### src/sv/lps_pkg.sv
// lps_pkg.sv: shared types, constants and pattern tables of the led pattern sequencer
`timescale 1ns / 1ps

package lps_pkg;

   // configuration register indexes
   localparam logic CSR_FRAME_PERIOD   = 1'b0;
   localparam logic CSR_FRAMES_PER_RUN = 1'b1;

   // configuration reset values
   localparam logic [15:0] FRAME_PERIOD_RESET   = 16'd120;
   localparam logic [7:0]  FRAMES_PER_RUN_RESET = 8'd20;

   // transaction kinds
   localparam logic FUNC_TICK = 1'b0;
   localparam logic FUNC_KEY  = 1'b1;

   // mode key codes, ascii '1' to '9'
   localparam logic [7:0] MODE_NONE        = 8'h00;
   localparam logic [7:0] MODE_CHASE_RIGHT = 8'h31;
   localparam logic [7:0] MODE_CHASE_LEFT  = 8'h32;
   localparam logic [7:0] MODE_BOUNCE      = 8'h33;
   localparam logic [7:0] MODE_BLINK       = 8'h34;
   localparam logic [7:0] MODE_ALTERNATE   = 8'h35;
   localparam logic [7:0] MODE_COUNT       = 8'h36;
   localparam logic [7:0] MODE_EXPAND      = 8'h37;
   localparam logic [7:0] MODE_CONTRACT    = 8'h38;
   localparam logic [7:0] MODE_SPLIT       = 8'h39;

   // fixed frames
   localparam logic [7:0] PAT_ALL_ON   = 8'hFF;
   localparam logic [7:0] PAT_ALL_OFF  = 8'h00;
   localparam logic [7:0] PAT_EVEN_ON  = 8'h55;
   localparam logic [7:0] PAT_ODD_ON   = 8'hAA;

   typedef struct packed {
      logic       func;
      logic [7:0] key;
   } lps_req_type;

   typedef struct packed {
      logic [7:0] leds;
      logic       active;
   } lps_rsp_type;

   // one frame and the step state that follows it
   typedef struct packed {
      logic [7:0] pat;
      logic [7:0] step;
      logic       bounce_down;
   } lps_frame_type;

   // expand from centre to all on, then shrink back to the centre
   function automatic logic [7:0] expand_pat(input logic [2:0] idx);
      logic [7:0] p;
      case (idx)
         3'd0:    p = 8'h18;
         3'd1:    p = 8'h3C;
         3'd2:    p = 8'h7E;
         3'd3:    p = 8'hFF;
         3'd4:    p = 8'h7E;
         3'd5:    p = 8'h3C;
         3'd6:    p = 8'h18;
         default: p = 8'h00;
      endcase
      return p;
   endfunction

   // grow from the edges to all on, then contract back to the edges
   function automatic logic [7:0] contract_pat(input logic [2:0] idx);
      logic [7:0] p;
      case (idx)
         3'd0:    p = 8'h81;
         3'd1:    p = 8'hC3;
         3'd2:    p = 8'hE7;
         3'd3:    p = 8'hFF;
         3'd4:    p = 8'hE7;
         3'd5:    p = 8'hC3;
         3'd6:    p = 8'h81;
         default: p = 8'h00;
      endcase
      return p;
   endfunction

endpackage

### src/sv/lps_frame_gen.sv
// lps_frame_gen.sv: frame pattern and next step for each animation mode
`timescale 1ns / 1ps

module lps_frame_gen (
   input  logic [7:0]             mode,
   input  logic [7:0]             step,
   input  logic                   bounce_down,
   output lps_pkg::lps_frame_type frame
);

   logic [2:0] s7;
   logic [1:0] q;
   logic       step_zero;
   logic       step_last;
   logic       bd_new;
   logic [7:0] step_inc;

   assign s7        = step[2:0];
   assign q         = step[1:0];
   assign step_zero = (step == 8'd0);
   assign step_last = (step == 8'd7);
   assign step_inc  = step + 8'd1;

   // bounce turns at both ends
   always_comb begin
      if (step_zero) begin
         bd_new = 1'b0;
      end else if (step_last) begin
         bd_new = 1'b1;
      end else begin
         bd_new = bounce_down;
      end
   end

   // per-mode frame and step advance
   always_comb begin
      frame.pat         = lps_pkg::PAT_ALL_OFF;
      frame.step        = step;
      frame.bounce_down = bounce_down;
      case (mode)
         lps_pkg::MODE_CHASE_RIGHT: begin
            frame.pat  = 8'd1 << s7;
            frame.step = (step_inc >= 8'd8) ? 8'd0 : step_inc;
         end
         lps_pkg::MODE_CHASE_LEFT: begin
            frame.pat  = 8'd1 << (3'd7 - s7);
            frame.step = (step_inc >= 8'd8) ? 8'd0 : step_inc;
         end
         lps_pkg::MODE_BOUNCE: begin
            frame.pat         = 8'd1 << s7;
            frame.bounce_down = bd_new;
            frame.step        = {5'd0, bd_new ? (s7 - 3'd1) : (s7 + 3'd1)};
         end
         lps_pkg::MODE_BLINK: begin
            frame.pat  = step_zero ? lps_pkg::PAT_ALL_ON : lps_pkg::PAT_ALL_OFF;
            frame.step = step_zero ? 8'd1 : 8'd0;
         end
         lps_pkg::MODE_ALTERNATE: begin
            frame.pat  = step_zero ? lps_pkg::PAT_EVEN_ON : lps_pkg::PAT_ODD_ON;
            frame.step = step_zero ? 8'd1 : 8'd0;
         end
         lps_pkg::MODE_COUNT: begin
            frame.pat  = step;
            frame.step = step_inc;
         end
         lps_pkg::MODE_EXPAND: begin
            frame.pat  = lps_pkg::expand_pat(s7);
            frame.step = (step_inc >= 8'd8) ? 8'd0 : step_inc;
         end
         lps_pkg::MODE_CONTRACT: begin
            frame.pat  = lps_pkg::contract_pat(s7);
            frame.step = (step_inc >= 8'd8) ? 8'd0 : step_inc;
         end
         lps_pkg::MODE_SPLIT: begin
            frame.pat  = (8'd1 << q) | (8'd1 << (3'd7 - {1'b0, q}));
            frame.step = (step_inc >= 8'd4) ? 8'd0 : step_inc;
         end
         default: begin
            frame.pat = lps_pkg::PAT_ALL_OFF;
         end
      endcase
   end

endmodule

### src/sv/led_pattern_sequencer_unit.sv
// led_pattern_sequencer_unit.sv: top level of the eight-led animation sequencer
//
// req channel: one transaction is a millisecond tick (func 0) or a key press
// (func 1, key code in key). Keys '1' to '9' start an animation and give
// its first frame at once; the same key again is dropped; any other key
// clears the leds and gives one frame with active low. Ticks give a frame
// every frame_period_ms ticks while an animation runs.
// rsp channel: at most one frame per req transaction, in order.
// csr channel: index 0 frame_period_ms, index 1 frames_per_run (low byte);
// always ready; the user must write it only while the block is idle,
// as the block itself does not enforce this. A req passes the input
// register, then the result register, which drives rsp_valid.
// Throughput: one transaction per cycle while rsp is not stalled, set
// by the combinational state update between the two registers.
// A stalled rsp holds the result register; req keeps being taken while the
// pending transaction gives no frame, otherwise req_ready drops.
// Synchronous reset: idle, mode cleared, counters zero, bounce moving up,
// registers back to 120 ms and 20 frames.
`timescale 1ns / 1ps

module led_pattern_sequencer_unit (
   input  logic                 clock,
   input  logic                 reset,
   input  logic                 req_valid,
   output logic                 req_ready,
   input  lps_pkg::lps_req_type req_data,
   output logic                 rsp_valid,
   input  logic                 rsp_ready,
   output lps_pkg::lps_rsp_type rsp_data,
   input  logic                 csr_valid,
   output logic                 csr_ready,
   input  logic                 csr_index,
   input  logic [15:0]          csr_wdata
);

   // configuration
   logic [15:0] frame_period_ff, frame_period_in;
   logic [7:0]  frames_per_run_ff, frames_per_run_in;

   // input register
   logic                 s1_valid_ff, s1_valid_in;
   lps_pkg::lps_req_type s1_req_ff, s1_req_in;

   // animation state
   logic        running_ff, running_in;
   logic [7:0]  mode_ff, mode_in;
   logic [7:0]  step_ff, step_in;
   logic [7:0]  frames_done_ff, frames_done_in;
   logic [15:0] ms_count_ff, ms_count_in;
   logic        bounce_down_ff, bounce_down_in;

   // result register
   logic                 rsp_valid_ff, rsp_valid_in;
   lps_pkg::lps_rsp_type rsp_data_ff, rsp_data_in;

   logic                   key_event;
   logic                   same_key;
   logic                   key_valid;
   logic [15:0]            period_eff;
   logic [7:0]             limit_eff;
   logic [16:0]            ms_inc;
   logic                   tick_fire;
   logic                   run_wrap;
   logic [7:0]             gen_mode;
   logic [7:0]             gen_step;
   lps_pkg::lps_frame_type frame;
   logic                   has_result;
   logic                   out_free;
   logic                   s1_adv;

   // decode of the held transaction
   assign key_event  = (s1_req_ff.func == lps_pkg::FUNC_KEY);
   assign same_key   = running_ff && (s1_req_ff.key == mode_ff);
   assign key_valid  = (s1_req_ff.key >= lps_pkg::MODE_CHASE_RIGHT) &&
                       (s1_req_ff.key <= lps_pkg::MODE_SPLIT);
   assign period_eff = (frame_period_ff == 16'd0) ? 16'd1 : frame_period_ff;
   assign limit_eff  = (frames_per_run_ff == 8'd0) ? 8'd1 : frames_per_run_ff;
   assign ms_inc     = {1'b0, ms_count_ff} + 17'd1;
   assign tick_fire  = (ms_inc >= {1'b0, period_eff});
   assign run_wrap   = (frames_done_ff >= limit_eff);
   assign gen_mode   = key_event ? s1_req_ff.key : mode_ff;
   assign gen_step   = (key_event || run_wrap) ? 8'd0 : step_ff;

   lps_frame_gen u_frame_gen (
      .mode        (gen_mode),
      .step        (gen_step),
      .bounce_down (bounce_down_ff),
      .frame       (frame)
   );

   // handshake between the stages
   assign has_result = key_event ? !same_key : (running_ff && tick_fire);
   assign out_free   = !rsp_valid_ff || rsp_ready;
   assign s1_adv     = s1_valid_ff && (!has_result || out_free);
   assign req_ready  = !s1_valid_ff || s1_adv;
   assign csr_ready  = 1'b1;
   assign rsp_valid  = rsp_valid_ff;
   assign rsp_data   = rsp_data_ff;

   // configuration writes
   always_comb begin
      frame_period_in   = frame_period_ff;
      frames_per_run_in = frames_per_run_ff;
      if (csr_valid) begin
         case (csr_index)
            lps_pkg::CSR_FRAME_PERIOD:   frame_period_in   = csr_wdata;
            lps_pkg::CSR_FRAMES_PER_RUN: frames_per_run_in = csr_wdata[7:0];
            default: begin
            end
         endcase
      end
   end

   // input register load
   always_comb begin
      s1_valid_in = s1_valid_ff;
      s1_req_in   = s1_req_ff;
      if (req_ready) begin
         s1_valid_in = req_valid;
         s1_req_in   = req_data;
      end
   end

   // state update and result for the held transaction
   always_comb begin
      running_in     = running_ff;
      mode_in        = mode_ff;
      step_in        = step_ff;
      frames_done_in = frames_done_ff;
      ms_count_in    = ms_count_ff;
      bounce_down_in = bounce_down_ff;
      rsp_data_in    = rsp_data_ff;
      rsp_valid_in   = rsp_valid_ff && !rsp_ready;
      if (s1_adv) begin
         if (key_event) begin
            if (!same_key) begin
               rsp_valid_in = 1'b1;
               ms_count_in  = 16'd0;
               if (key_valid) begin
                  running_in         = 1'b1;
                  mode_in            = s1_req_ff.key;
                  step_in            = frame.step;
                  bounce_down_in     = frame.bounce_down;
                  frames_done_in     = 8'd1;
                  rsp_data_in.leds   = frame.pat;
                  rsp_data_in.active = 1'b1;
               end else begin
                  running_in         = 1'b0;
                  mode_in            = lps_pkg::MODE_NONE;
                  step_in            = 8'd0;
                  frames_done_in     = 8'd0;
                  rsp_data_in.leds   = lps_pkg::PAT_ALL_OFF;
                  rsp_data_in.active = 1'b0;
               end
            end
         end else if (running_ff) begin
            if (!tick_fire) begin
               ms_count_in = ms_inc[15:0];
            end else begin
               rsp_valid_in       = 1'b1;
               ms_count_in        = 16'd0;
               step_in            = frame.step;
               bounce_down_in     = frame.bounce_down;
               frames_done_in     = (run_wrap ? 8'd0 : frames_done_ff) + 8'd1;
               rsp_data_in.leds   = frame.pat;
               rsp_data_in.active = 1'b1;
            end
         end
      end
   end

   // control registers
   always_ff @(posedge clock) begin
      if (reset) begin
         frame_period_ff   <= lps_pkg::FRAME_PERIOD_RESET;
         frames_per_run_ff <= lps_pkg::FRAMES_PER_RUN_RESET;
         s1_valid_ff       <= 1'b0;
         running_ff        <= 1'b0;
         mode_ff           <= lps_pkg::MODE_NONE;
         step_ff           <= 8'd0;
         frames_done_ff    <= 8'd0;
         ms_count_ff       <= 16'd0;
         bounce_down_ff    <= 1'b0;
         rsp_valid_ff      <= 1'b0;
      end else begin
         frame_period_ff   <= frame_period_in;
         frames_per_run_ff <= frames_per_run_in;
         s1_valid_ff       <= s1_valid_in;
         running_ff        <= running_in;
         mode_ff           <= mode_in;
         step_ff           <= step_in;
         frames_done_ff    <= frames_done_in;
         ms_count_ff       <= ms_count_in;
         bounce_down_ff    <= bounce_down_in;
         rsp_valid_ff      <= rsp_valid_in;
      end
   end

   // payload registers
   always_ff @(posedge clock) begin
      s1_req_ff   <= s1_req_in;
      rsp_data_ff <= rsp_data_in;
   end

`ifndef SYNTH
   // a pending active frame means an animation is still running
   a_active_running: assert property (@(posedge clock) disable iff (reset)
      (rsp_valid_ff && rsp_data_ff.active) |-> running_ff)
      else $error("active frame pending while idle");

   // a clear frame carries dark leds
   a_clear_dark: assert property (@(posedge clock) disable iff (reset)
      (rsp_valid_ff && !rsp_data_ff.active) |-> (rsp_data_ff.leds == lps_pkg::PAT_ALL_OFF))
      else $error("clear frame with leds lit");

   // idle block holds no mode and no step
   a_idle_clean: assert property (@(posedge clock) disable iff (reset)
      !running_ff |-> (mode_ff == lps_pkg::MODE_NONE && step_ff == 8'd0))
      else $error("idle with stale animation state");
`endif

endmodule

### config.mk
export PLATFORM = sky130hd
export DESIGN_NAME = led_pattern_sequencer_unit
export DESIGN_NICKNAME = d
export VERILOG_FILES = /design/src/sv/lps_pkg.sv /design/src/sv/lps_frame_gen.sv /design/src/sv/led_pattern_sequencer_unit.sv
export SDC_FILE = /design/constraint.sdc
export NUM_CORES = 1
export LEC_CHECK = 0
export ABC_AREA = 1
export ABC_CLOCK_PERIOD_IN_PS = 3350
export CAP_MARGIN = 10
export CORE_MARGIN = 1
export CORE_UTILIZATION = 50
export DETAILED_ROUTE_END_ITERATION = 7
export DONT_BUFFER_PORTS = 1
export HOLD_SLACK_MARGIN = 0.05
export PLACE_DENSITY = 0.66
export SLEW_MARGIN = 20
export SYNTH_ARGS = -nofsm -noshare
export SYNTH_HDL_FRONTEND = slang
export SYNTH_SLANG_ARGS = --single-unit
### constraint.sdc
create_clock -name clock -period 3.35 [get_ports clock]
set_input_delay 0.5025 -clock clock [delete_from_list [all_inputs] [get_ports clock]]
set_output_delay 0.5025 -clock clock [all_outputs]
set_load 0.05 [all_outputs]
Word-level counts from Yosys, hierarchy flattened
Cells that the tools add are included.

storage, ports and cells
  input port bits = 31
  bits in registers = 86

cells by class
  equal/unequal tests = 19
  reduce and logical (&&, ||, !) cells = 32
  bitwise gates (word level) = 3
  add/subtract/negate cells = 7
  shifts and indexed selects = 4
  multiplexer cells = 50
  order comparisons = 6

operators with widths
  kind                                                                number
  two-way mux 8 bit                                                   18
  two-way mux 16 bit                                                  5
  equality test 8 x 6 -> 1 bit (second input constant)                9
  one-hot mux 8 bit (4 select lines)                                  2
  one-hot mux 8 bit (8 select lines)                                  1
  two-way mux 9 bit                                                   5
  one-hot mux 8 bit (5 select lines)                                  1
  left shift 1 x 3 -> 8 bit (first input constant)                    3
  adder 16 x 1 -> 17 bit (second input constant)                      1
  greater-or-equal comparator 17 x 16 -> 1 bit                        1
  two-way mux 1 bit                                                   17
  adder 8 x 1 -> 8 bit (second input constant)                        2
  logical NOT 16 bit                                                  1
  logical NOT 8 bit                                                   2
  OR reduction 2 bit                                                  5
  equality test 3 bit (second input constant)                         3
  equality test 8 x 3 -> 1 bit (second input constant)                1
  equality test 8 bit                                                 1
  greater-or-equal comparator 8 x 3 -> 1 bit (second input constant)  1
  greater-or-equal comparator 8 x 4 -> 1 bit (second input constant)  1
  greater-or-equal comparator 8 x 6 -> 1 bit (second input constant)  1
  greater-or-equal comparator 8 bit                                   1
  less-or-equal comparator 8 x 6 -> 1 bit (second input constant)     1
  OR 8 bit                                                            1
  other kinds (21)                                                    37

Logic depth before layout (Yosys ltp)
Gate-level depths: netlist of run 1.

  depth after elaboration = 13
  gate-level depth with buffers = 29

Hierarchy
Synthesis of run 1 repeated with hierarchy kept, for this count alone.

second synthesis, totals
  cells, all modules = 828
  area total of the unflattened synthesis = 5760.5 um2

by module, submodules not included
  module                      cells an instance  area an instance (um2)  sequential area each (um2)  instances
  led_pattern_sequencer_unit  611                4645.7                  1901.8                      1
  lps_frame_gen               217                1114.8                  0.0                         1

Worst setup path before layout of run 1
Ideal clock, no wire load.

  path kind = reg-to-reg
  start point = register ms_count_ff[0]
  end point = register s1_req_ff, in the netlist key_event (enable)
  arrival = 3.147 ns
  library setup time = 0.502 ns
  slack = -0.299 ns
  path buffers = 0
  required time = 2.848 ns
  cell stages (with the launch flop) = 21
  cells stage by stage = dfxtp_1 ha_1 nand2_1 nor3_1 inv_1 nor2_1 inv_1 nor2_1 inv_1 nor3_1 nand3_1 nor2_1 xor2_1 ha_1 nand2_1 nor4_1 nand4_1 nand3_1 nand2_1 nand2_2 nand3_1

between the ends
  word-level cells in the longest chain between the ends = 8

ends and longest elaborated chain
  item                                          RTL line                           text
  start: declaration                            led_pattern_sequencer_unit.sv:49   logic [15:0] ms_count_ff, ms_count_in;
  start signal: assignment                      led_pattern_sequencer_unit.sv:193  ms_count_ff <= ms_count_in;
  adder 16 x 1 -> 17 bit                        led_pattern_sequencer_unit.sv:78   assign ms_inc = {1'b0, ms_count_ff} + 17'd1;
  greater-or-equal comparator 17 x 16 -> 1 bit  led_pattern_sequencer_unit.sv:79   assign tick_fire = (ms_inc >= {1'b0, period_eff});
  logical AND 1 bit                             led_pattern_sequencer_unit.sv:92   assign has_result = key_event ? !same_key : (running_ff && tick_fire);
  two-way mux 1 bit                             led_pattern_sequencer_unit.sv:92
  logical NOT 1 bit                             led_pattern_sequencer_unit.sv:94   assign s1_adv = s1_valid_ff && (!has_result || out_free);
  logical OR 1 bit                              led_pattern_sequencer_unit.sv:94
  logical AND 1 bit                             led_pattern_sequencer_unit.sv:94
  logical OR 1 bit                              led_pattern_sequencer_unit.sv:95   assign req_ready = !s1_valid_ff || s1_adv;
  net req_ready                                 led_pattern_sequencer_unit.sv:25   output logic req_ready,
  end signal: assignment                        led_pattern_sequencer_unit.sv:201  s1_req_ff <= s1_req_in;
  end: declaration                              led_pattern_sequencer_unit.sv:42   lps_pkg::lps_req_type s1_req_ff, s1_req_in;

The timed path passes the listed nets, and every way through them passes these cells.
A chain may end at the register's enable or synchronous reset.

Final worst setup path of run 1
  start point = register ms_count_ff[0]
  end point = output req_ready

between the ends
  word-level cells in the longest chain between the ends = 8

ends and longest elaborated chain
  item                                          RTL line
  adder 16 x 1 -> 17 bit                        led_pattern_sequencer_unit.sv:78
  greater-or-equal comparator 17 x 16 -> 1 bit  led_pattern_sequencer_unit.sv:79
  logical AND 1 bit                             led_pattern_sequencer_unit.sv:92
  two-way mux 1 bit                             led_pattern_sequencer_unit.sv:92
  logical NOT 1 bit                             led_pattern_sequencer_unit.sv:94
  logical OR 1 bit                              led_pattern_sequencer_unit.sv:94
  logical AND 1 bit                             led_pattern_sequencer_unit.sv:94
  logical OR 1 bit                              led_pattern_sequencer_unit.sv:95
  end: declaration                              led_pattern_sequencer_unit.sv:25

Every way passes these cells.

==> flow_summary.yaml, run 1 <==
layout:
  area_growth_syn_to_layout_pct: 22.6
  nets: 897
  final_common_cell: "nand2_1"
  drive_gt1_share_pct: 20.5
  n_fill_cell: 917
  most-common-layout-cells: "nand2_1, inv_1, nor2_1"
  finalNonFillerCells: 975
  n_antenna_cell: 0
sta:
  period_share_pct: 118
  worst_slew_pin_slew_ns: 1.05
  min_period_ns: 3.96
  hold_viol_final: 0
  finClkSkew_ns: 0.00862
  worst_slack_ns: -0.615
  rsz0062_at_grt: "true"
  slew_headroom_pct: 30.2
  setup_viol: 62
  fmax_mhz: 252
  slew_violations: 0
global_routing:
  antenna_found_initial: 0
  grt_pass1_wl_um: 23000
  grt_usage_pct: 26.1
  grt_max_degree: 36
  grt.overflow.total: 0
  grt_pass1_vias: 4897
placed_design:
  port_buffers: 0
  hpwl_um: 10300
  place.gp.congestion: 0.906
  dp_cells: 935
cts:
  worstSkewPairLatency_ns: 0.37
  clockBufferDepth: 2
  clk_pin_slew_ns: 0.09
  htree_levels: 3
  cts_root_buf: "clkbuf_8"
  tritoncts: "yes"
  numCtsBuffers: 9
  cts_sinks: 86
drt:
  firstDrtPassIters: 5
  vias: 5260
  drc: 0
  viasPerCell: 5.39
  routed_wl_um: 14600
  wl_per_cell_um: 15.0
  drt_iter0_drc: 275
  ant_nets: 0
synth:
  synthDistinctLibCells: 50
  avgSynthCellArea_um2: 7.00
  ys.flop_type: "dfxtp_1"
  synth_edf_count: 18
  seq_area_frac_synth_pct: 35.4
  synthArstFlopShare_pct: 0
  synth-seq-cells: 86
  synth_cells: 767
  synth_area_leaders: "dfxtp_1, nand2_1, edfxtp_1"
  yosysWarningCount: 0
  synth_top_area_cell: "dfxtp_1"
  syn-cell-area_mm2: 0.00537
  synth_nets: 830
  yosys.area.top_type_share_pct: 25.4
power:
  p_per_area_mw_per_mm2: 342
  vdd_drop_max_mv: 0.228
  finalPower_mw: 2.25
  p_leak_nw: 3.01
floorplan:
  rows: 37
  io_pins: 43
  die_y_um: 106
  die-width_um: 106
  coreArea_mm2: 0.0104
  dieArea_mm2: 0.0112
  initial_core_util_pct: 51.8
critical_path:
  rr_startpoint: "ms_count_ff[0]"
  cp-start-kind: "flop"
  worstReg2RegEnd: "step_ff[3]"
  cp.arrival_ns: 3.46
  worst_ep_required_time_ns: 2.85
  crit_path_max_fanout: 3
  path_class: "reg -> out"
  r2r.worst_path.cells: 26
  endpoint_kind: "primary output"
  rrSetupSlack_ns: -0.50
worst_hold_path:
  min_path_type: "in -> reg"
  hp-start: "reset"
  whs_endpoint: "mode_ff[3]"
  min_path_cells: 1
outcome:
  violations: "setup timing"
  status: "finished with violations"
flow_run:
  drv_cap: 0
[sequential cells by signal (all words and copies together) (netlist names)]
register	count
s1_req_ff	8
frames_done_ff	8
bounce_down_ff	1
rsp_data	9
frames_per_run_ff	8
running_ff	1
frame_period_ff	16
step_ff	8
s1_valid_ff	1
mode_ff	8
rsp_valid	1
key_event	1
ms_count_ff	16
[critical path, stage by stage (launching register included)]
cell     delay [ns]
dfxtp_4        0.37
buf_6          0.10
nand2_4        0.05
nor2_4         0.10
nand4_1        0.13
nor3_2         0.25
nand4_1        0.17
nor3_2         0.28
nand3_1        0.16
xor2_2         0.22
ha_4           0.30
buf_6          0.09
nand4_1        0.12
nor2_1         0.18
nor2_2         0.07
nand3_1        0.09
nand2_1        0.07
nand2_2        0.07
buf_6          0.10
nand3_4        0.17
[area by class of cell]
type | count | area, um^2 | area share [%]
clock inverter | 5 | 56.3 | 0.855
timing repair inverter | 1 | 7.51 | 0.114
clock buffer | 11 | 131 | 2.00
inverter | 131 | 500 | 7.60
tap | 136 | 170 | 2.59
multi-input combinational | 533 | 3160 | 48.0
timing repair buffer | 72 | 651 | 9.88
sequential | 86 | 1910 | 29.0
[repair_timing]
item | 4_1_cts | 5_1_grt
hold buffers | 0 | 0
resized for setup | 53 | 42
setup buffers | 18 | 7
endpoints found under the setup margin | 62 | 68
cloned | 2 | 0
pin swaps | 20 | 26
[Yosys cell counts (all sizes together) (13+ instances only)]
library cell and count:
nand2 167, inv 130, xor2 13, nand4 20, o21ai 60, a21oi 60, nor2 81, dfxtp 68
nor3 21, ha 32, edfxtp 18, nand3 30
[stage by stage]
| step | hold WS, ns | util (%) | area [um^2] | setup WS (ns) | TNS, ns |
|---|---|---|---|---|---|
| finish | 0.185 | 63.5 | 6580 | -0.615 | -22.99 |
| global route | 0.168 | 63.5 | 6580 | -0.833 | -38.17 |
| CTS | 0.184 | 61.5 | 6370 | -0.486 | -14.39 |
| detailed placement | 0.449 | 56.4 | 5850 | -0.339 | -15.20 |
| global placement | 0.438 | 56.4 | 5850 | -0.165 | -5.77 |
| floorplan | 0.427 | - | 5390 | 0.0390 | 0 |
[kinds of logic after synthesis]
| kind of cell | synth area share [%] |
|---|---|
| simple gates | 27.8 |
| compound gates | 16.1 |
| buf+inv | 10.9 |
| flops | 35.4 |
| fa+ha+maj | 7.46 |
| xor+xnor | 2.28 |
| other cells | 0.0698 |
[report_power, final]
group / internal (mW) / total, mW / leakage, nW / switching, mW
sequential: 1.10 / 1.14 / 0.734 / 0.0401
clock: 0.348 / 0.747 / 0.0986 / 0.399
combinational: 0.145 / 0.368 / 2.18 / 0.223
[worst max path at each step]
| stage | start | to | slack (ns) | cells after the start |
|---|---|---|---|---|
| final | ms_count_ff[0] | req_ready | -0.61 | 19 |
| after global routing | ms_count_ff[0] | req_ready | -0.83 | 20 |
| after CTS | ms_count_ff[1] | req_ready | -0.49 | 23 |
| after detailed placement | ms_count_ff[0] | frames_done_ff[1] | -0.34 | 24 |
| after global placement | ms_count_ff[0] | rsp_data[8] | -0.16 | 24 |
| after floorplan | ms_count_ff[0] | rsp_data[0] | 0.04 | 24 |
[metal layers]
metal / global-route usage, % / wire length, um / vias up
met5: 0 / 0 / -
met4: 9.52 / 416 / 0
met3: 5.07 / 640 / 36
met2: 46.1 / 7160 / 131
met1: 31.2 / 6420 / 2429
li1: - / - / 2664
Note: power is estimated with default switching activity, not from simulation.
==> run 2: changes to the inputs <==
--- a/config.mk
+++ b/config.mk
@@ -10,6 +10,7 @@
 export CAP_MARGIN = 10
 export CORE_MARGIN = 1
 export CORE_UTILIZATION = 50
+export CTS_BUF_LIST = sky130_fd_sc_hd__clkbuf_4
 export DETAILED_ROUTE_END_ITERATION = 7
 export DONT_BUFFER_PORTS = 1
 export HOLD_SLACK_MARGIN = 0.05
==> run 2 against run 1 <==
Against the previous run: the run still ends with setup timing left; total power is 4.1% lower; clock skew is 0.0049 ns higher; sequential power hardly changed; largest cell class unchanged.
==> flow_summary.yaml, run 2 (synthesized netlist as in run 1, its figures left out) <==
outcome:
  status: "finished with violations"
  violations: "setup timing"
critical_path:
  cp.arrival_ns: 3.46
  worst_ep_required_time_ns: 2.85
  rrSetupSlack_ns: -0.51
  r2r.worst_path.cells: 30
  cp-start-kind: "flop"
  path_class: "reg -> out"
  worstReg2RegEnd: "frames_done_ff[0]"
  endpoint_kind: "primary output"
  crit_path_max_fanout: 3
  path_buf_inv: 5
  crit_chain: "ha_4, nand2_4, nor3_2, inv_1, nor2_1, inv_1, nor2_1, inv_1, nor3_2, nand3_1, nor2_2, xor2_1, ha_1, a21oi_2, o211ai_1, inv_1, nand2_1, nor2_2, nand3_1, nand2_1, nand2_2, buf_6, nand3_4"
  timing.critical_path.mode_cell: "inv_1"
  critPathMaxStageDelay_ns: 0.39
  rr_startpoint: "ms_count_ff[1]"
  critPathTopFamily: "simple AND/OR/NAND/NOR gates"
  critPathSlowestCell: "dfxtp_4"
floorplan:
  rows: 37
  coreArea_mm2: 0.0104
  initial_core_util_pct: 51.8
  io_pins: 43
  die_y_um: 106
  die-width_um: 106
  dieArea_mm2: 0.0112
power:
  vdd_drop_max_mv: 0.206
  sw_frac_of_total_pct: 30.5
  p_per_area_mw_per_mm2: 321
  p_seq_share_pct: 52.7
  intPower_mw: 1.50
  p_leak_nw: 3.08
  p_switching_uw: 658
  power_frac_comb_pct: 18.1
  clkPwrFrac_pct: 29.2
sta:
  rsz0062_at_grt: "true"
  finClkSkew_ns: 0.0135
  min_period_ns: 3.96
  fmax_mhz: 253
  worst_slew_pin_slew_ns: 1.11
  finalSetupTns_ns: -22.14
  worst_slack_ns: -0.608
  slew_violations: 0
  setup_viol: 61
  hold_viol_final: 0
  slew_headroom_pct: 25.8
  hold_ws_ns: 0.103
  period_share_pct: 118
placed_design:
  hpwl_um: 10300
  dp_cells: 935
  port_buffers: 0
  place.gp.congestion: 0.906
  postPlaceCellArea_mm2: 0.00585
layout:
  final_common_cell: "nand2_1"
  n_fill_cell: 889
  finalNonFillerCells: 978
  n_antenna_cell: 0
  most-common-layout-cells: "nand2_1, inv_1, nor2_1"
  final_area_mm2: 0.00674
  area_growth_syn_to_layout_pct: 25.5
  utilization_pct: 65.0
  nets: 900
  drive_gt1_share_pct: 23.5
cts:
  tritoncts: "yes"
  worstSkewPairLatency_ns: 0.45
  htree_levels: 3
  clk_pin_slew_ns: 0.14
  numCtsBuffers: 9
  cts_sinks: 86
  clockBufferDepth: 2
  cts_root_buf: "clkbuf_4"
global_routing:
  grt_pass1_vias: 4936
  grt_max_degree: 36
  grt_usage_pct: 26.0
  grt.overflow.total: 0
  grt_pass1_wl_um: 23000
  antenna_found_initial: 0
drt:
  firstDrtPassIters: 5
  wl_met1_um: 6500
  wl_per_cell_um: 15.3
  maxUsedRoutingLayer: "met4"
  drt_iter0_drc: 285
  routed_wl_um: 14900
  viasPerCell: 5.47
  drc: 0
  vias: 5346
  met3WireLength_um: 745
  ant_nets: 0
  route.met2.wl_um: 7310
worst_hold_path:
  min_path_type: "in -> reg"
  hp-start: "reset"
  min_path_cells: 1
  whs_endpoint: "mode_ff[1]"
flow_run:
  drv_cap: 0
run 2: changes by cell type in the layout (fill, tap and decap cells not counted), moves of 2 or more:
cell / before / now
clkbuf_1: 2 / 0
clkbuf_16: 0 / 2
clkbuf_4: 0 / 11
clkbuf_8: 9 / 0
inv_1: 120 / 118
nand2_1: 150 / 135
nand2_2: 12 / 19
nand2_4: 5 / 12
nand3_1: 26 / 24
nor3_2: 10 / 7
nor3_4: 2 / 4
o21ai_1: 15 / 10
o21ai_2: 11 / 17
run 2: area by class of cell:
type | instances | area (um^2) | share of cell area [%]
Inverter | 131 | 515 | 7.65
Multi-Input combinational cell | 533 | 3280 | 48.6
Sequential cell | 86 | 1910 | 28.3
Timing Repair inverter | 1 | 7.51 | 0.111
Clock inverter | 5 | 56.3 | 0.836
Clock buffer | 11 | 82.6 | 1.23
Tap cell | 136 | 170 | 2.53
Timing Repair Buffer | 75 | 718 | 10.7
run 2: worst max-delay path by stage:
stage | start | end | slack (ns) | depth (start not counted)
after global placement | ms_count_ff[0] | rsp_data[8] | -0.16 | 24
after CTS | ms_count_ff[1] | req_ready | -0.61 | 23
after detailed placement | ms_count_ff[0] | frames_done_ff[1] | -0.34 | 24
after global routing | ms_count_ff[1] | req_ready | -0.89 | 23
final | ms_count_ff[1] | req_ready | -0.61 | 23
after floorplan | ms_count_ff[0] | rsp_data[0] | 0.04 | 24
run 2: metal layers:
metal	up-vias	global-route usage [%]
met5	-	0
met1	2497	31.5
met4	0	10.6
met2	148	44.9
li1	2671	-
met3	30	5.38
run 2: power by group through the flow:
| stage | clock network, mW | logic (mW) | registers [mW] |
|---|---|---|---|
| 2_1_floorplan | 0 | 0.215 | 1.15 |
| 3_3_place_gp | 0 | 0.287 | 1.16 |
| 3_5_place_dp | 0 | 0.294 | 1.16 |
| 4_1_cts | 0.645 | 0.348 | 1.14 |
| 5_1_grt | 0.691 | 0.432 | 1.14 |
| 6_report | 0.630 | 0.392 | 1.14 |
run 2: what timing repair did:
action | in CTS | in global routing
gates resized for setup | 49 | 91
pin swaps | 29 | 36
setup buffers | 27 | 6
endpoints found under the hold margin | 0 | 1
gates cloned | 2 | 2
setup endpoints to repair | 62 | 69
hold buffers | 0 | 1
run 2: stage by stage:
| stage | power [mW] | setup slack (ns) |
|---|---|---|
| after floorplan | 1.37 | 0.0390 |
| after global placement | 1.45 | -0.165 |
| after detailed placement | 1.45 | -0.339 |
| after CTS | 2.13 | -0.607 |
| after global routing | 2.27 | -0.890 |
| final | 2.16 | -0.608 |
==> run 3: changes to the inputs <==
--- a/config.mk
+++ b/config.mk
@@ -5,7 +5,6 @@
 export SDC_FILE = /design/constraint.sdc
 export NUM_CORES = 1
 export LEC_CHECK = 0
-export ABC_AREA = 1
 export ABC_CLOCK_PERIOD_IN_PS = 3350
 export CAP_MARGIN = 10
 export CORE_MARGIN = 1
==> run 3 against run 2 <==
Against the previous run: the flow still finishes with violations (setup timing); first-iteration DRC count decreased by 16%; worst setup slack improved by 0.18 ns; hold slack got worse by 0.012 ns; die area increased by 0.25%; largest cell class unchanged; clock skew increased by 0.012 ns; design area decreased by 2.3%; critical path depth decreased by 9; global-route usage decreased by 0.30 points.
==> flow_summary.yaml, run 3 <==
global_routing:
  grt_pass1_wl_um: 22500
  antenna_found_initial: 0
  grt_usage_pct: 25.7
  grt_max_degree: 24
  grt_pass1_vias: 4793
  grt.overflow.total: 0
cts:
  clk_pin_slew_ns: 0.15
  tritoncts: "yes"
  cts_sinks: 86
  worstSkewPairLatency_ns: 0.48
  cts_root_buf: "clkbuf_4"
  htree_levels: 3
  clockBufferDepth: 2
  numCtsBuffers: 9
synth:
  seq_area_frac_synth_pct: 35.3
  synth_nets: 702
  yosys-top-cells-count: "nand2_1, dfxtp_1, a21oi_1, nor2_1"
  synth_area_leaders: "dfxtp_1, edfxtp_1, ha_1"
  yosysWarningCount: 0
  synth_cells: 639
  ys.flop_type: "dfxtp_1"
  synth_edf_count: 18
  avgSynthCellArea_um2: 8.42
  syn-cell-area_mm2: 0.00538
  synthDistinctLibCells: 77
  synth-seq-cells: 86
  yosys.area.top_type_share_pct: 25.3
  synth_top_area_cell: "dfxtp_1"
  synthArstFlopShare_pct: 0
  synth_most_common_cell: "nand2_1"
floorplan:
  die-width_um: 106
  initial_core_util_pct: 51.9
  io_pins: 43
  die_y_um: 106
  coreArea_mm2: 0.0104
  rows: 37
  dieArea_mm2: 0.0112
drt:
  drt_iter0_drc: 238
  met3WireLength_um: 728
  vias: 4905
  firstDrtPassIters: 7
  drc: 0
  route.met2.wl_um: 7170
  viasPerCell: 5.79
  wl_met1_um: 5930
  ant_nets: 0
  maxUsedRoutingLayer: "met4"
  routed_wl_um: 14300
  wl_per_cell_um: 16.9
layout:
  multi_input_area_mm2: 0.00359
  final_area_mm2: 0.00658
  utilization_pct: 63.5
  most-common-layout-cells: "nand2_1, dfxtp_1, buf_4"
  area_growth_syn_to_layout_pct: 22.3
  seq_area_mm2: 0.00192
  n_fill_cell: 907
  final_common_cell: "nand2_1"
  drive_gt1_share_pct: 24.9
  nets: 769
  n_antenna_cell: 0
critical_path:
  crit_path_max_fanout: 3
  path_class: "reg -> out"
  cp.arrival_ns: 3.28
  cp-start-kind: "flop"
  worst_ep_required_time_ns: 2.85
  endpoint_kind: "primary output"
  crit_path_start: "ms_count_ff[1]"
  rr_startpoint: "ms_count_ff[1]"
power:
  intPower_mw: 1.32
  finalPower_mw: 1.85
  sw_frac_of_total_pct: 28.8
  p_switching_uw: 533
  vdd_drop_max_mv: 0.318
  clkPwrFrac_pct: 28.9
  power_frac_comb_pct: 10.6
  p_leak_nw: 2.64
  p_seq_share_pct: 60.5
  p_per_area_mw_per_mm2: 282
placed_design:
  port_buffers: 0
  postPlaceCellArea_mm2: 0.00602
  place.gp.congestion: 0.888
  hpwl_um: 10100
sta:
  worst_slew_pin_slew_ns: 1.11
  period_share_pct: 113
  slew_headroom_pct: 25.9
  rsz0062_at_grt: "true"
  fmax_mhz: 265
  worst_slack_ns: -0.430
  finalSetupTns_ns: -9.01
  slew_violations: 0
  finClkSkew_ns: 0.0256
  min_period_ns: 3.78
  setup_viol: 46
  hold_viol_final: 0
outcome:
  status: "finished with violations"
  violations: "setup timing"
flow_run:
  drv_cap: 0
worst_hold_path:
  min_path_type: "in -> reg"
  hp-start: "reset"
run 3: timing repair:
item | 4_1_cts | 5_1_grt
pin swaps | 14 | 20
setup endpoints to repair | 54 | 55
endpoints found under the hold margin | 10 | 7
gates resized for setup | 23 | 42
hold buffers | 5 | 2
setup buffers | 7 | 8
run 3: per-stage QoR:
| stage | worst slack [ns] | hold slack, ns | cells |
|---|---|---|---|
| global route | -0.652 | 0.0540 | 847 |
| finish | -0.430 | 0.0912 | 847 |
| global placement | -0.109 | 0.441 | 810 |
| floorplan | -0.185 | 0.436 | 639 |
| detailed placement | -0.210 | 0.442 | 810 |
| CTS | -0.504 | 0.0504 | 838 |
run 3: final timing paths:
path                            slack (ns)              endpoint  cells after the start
worst min-delay path                  0.09            mode_ff[2]                      1
worst min register to register        0.47  frames_per_run_ff[7]                      2
worst max register to register       -0.35        ms_count_ff[8]                     21
worst max-delay path                 -0.43             req_ready                     14
run 3: layout make-up:
class	count	share of cell area (%)
clock inverter	6	0.570
clock buffer	10	1.14
multi-input combinational	497	54.6
sequential	86	29.2
timing repair buffer	77	9.88
inverter	35	2.07
tap	136	2.58
run 3: cells by family after synthesis:
family	synth area share (%)
compound gates	18.1
other cells	0.0697
fa+ha+maj	7.44
xor+xnor	6.79
flops	35.3
mux	2.32
simple gates	25.4
buf+inv	4.53
run 3: power by group through the flow:
| stage | Clock (mW) | Combinational, mW | Sequential [mW] |
|---|---|---|---|
| floorplan | 0 | 0.131 | 1.14 |
| global placement | 0 | 0.165 | 1.14 |
| detailed placement | 0 | 0.170 | 1.14 |
| CTS | 0.554 | 0.186 | 1.12 |
| global route | 0.596 | 0.217 | 1.13 |
| finish | 0.537 | 0.197 | 1.12 |
run 3: critical path, cell delays in order, from the launching register on:
cell      delay (ns)
dfxtp_4         0.40
ha_4            0.16
nand3_4         0.07
nor4_4          0.19
and3_4          0.26
nand3_2         0.10
xnor2_1         0.20
ha_1            0.29
a211oi_2        0.19
o21ai_0         0.11
o21a_2          0.26
nor2_2          0.15
o21ai_2         0.08
nand4b_1        0.17
buf_12          0.17
run 3: per-layer routing:
layer / up-vias / global-route usage, %
met3: 43 / 6.56
met4: 0 / 12.6
met5: - / 0
li1: 2428 / -
met1: 2293 / 28.7
met2: 141 / 45.2
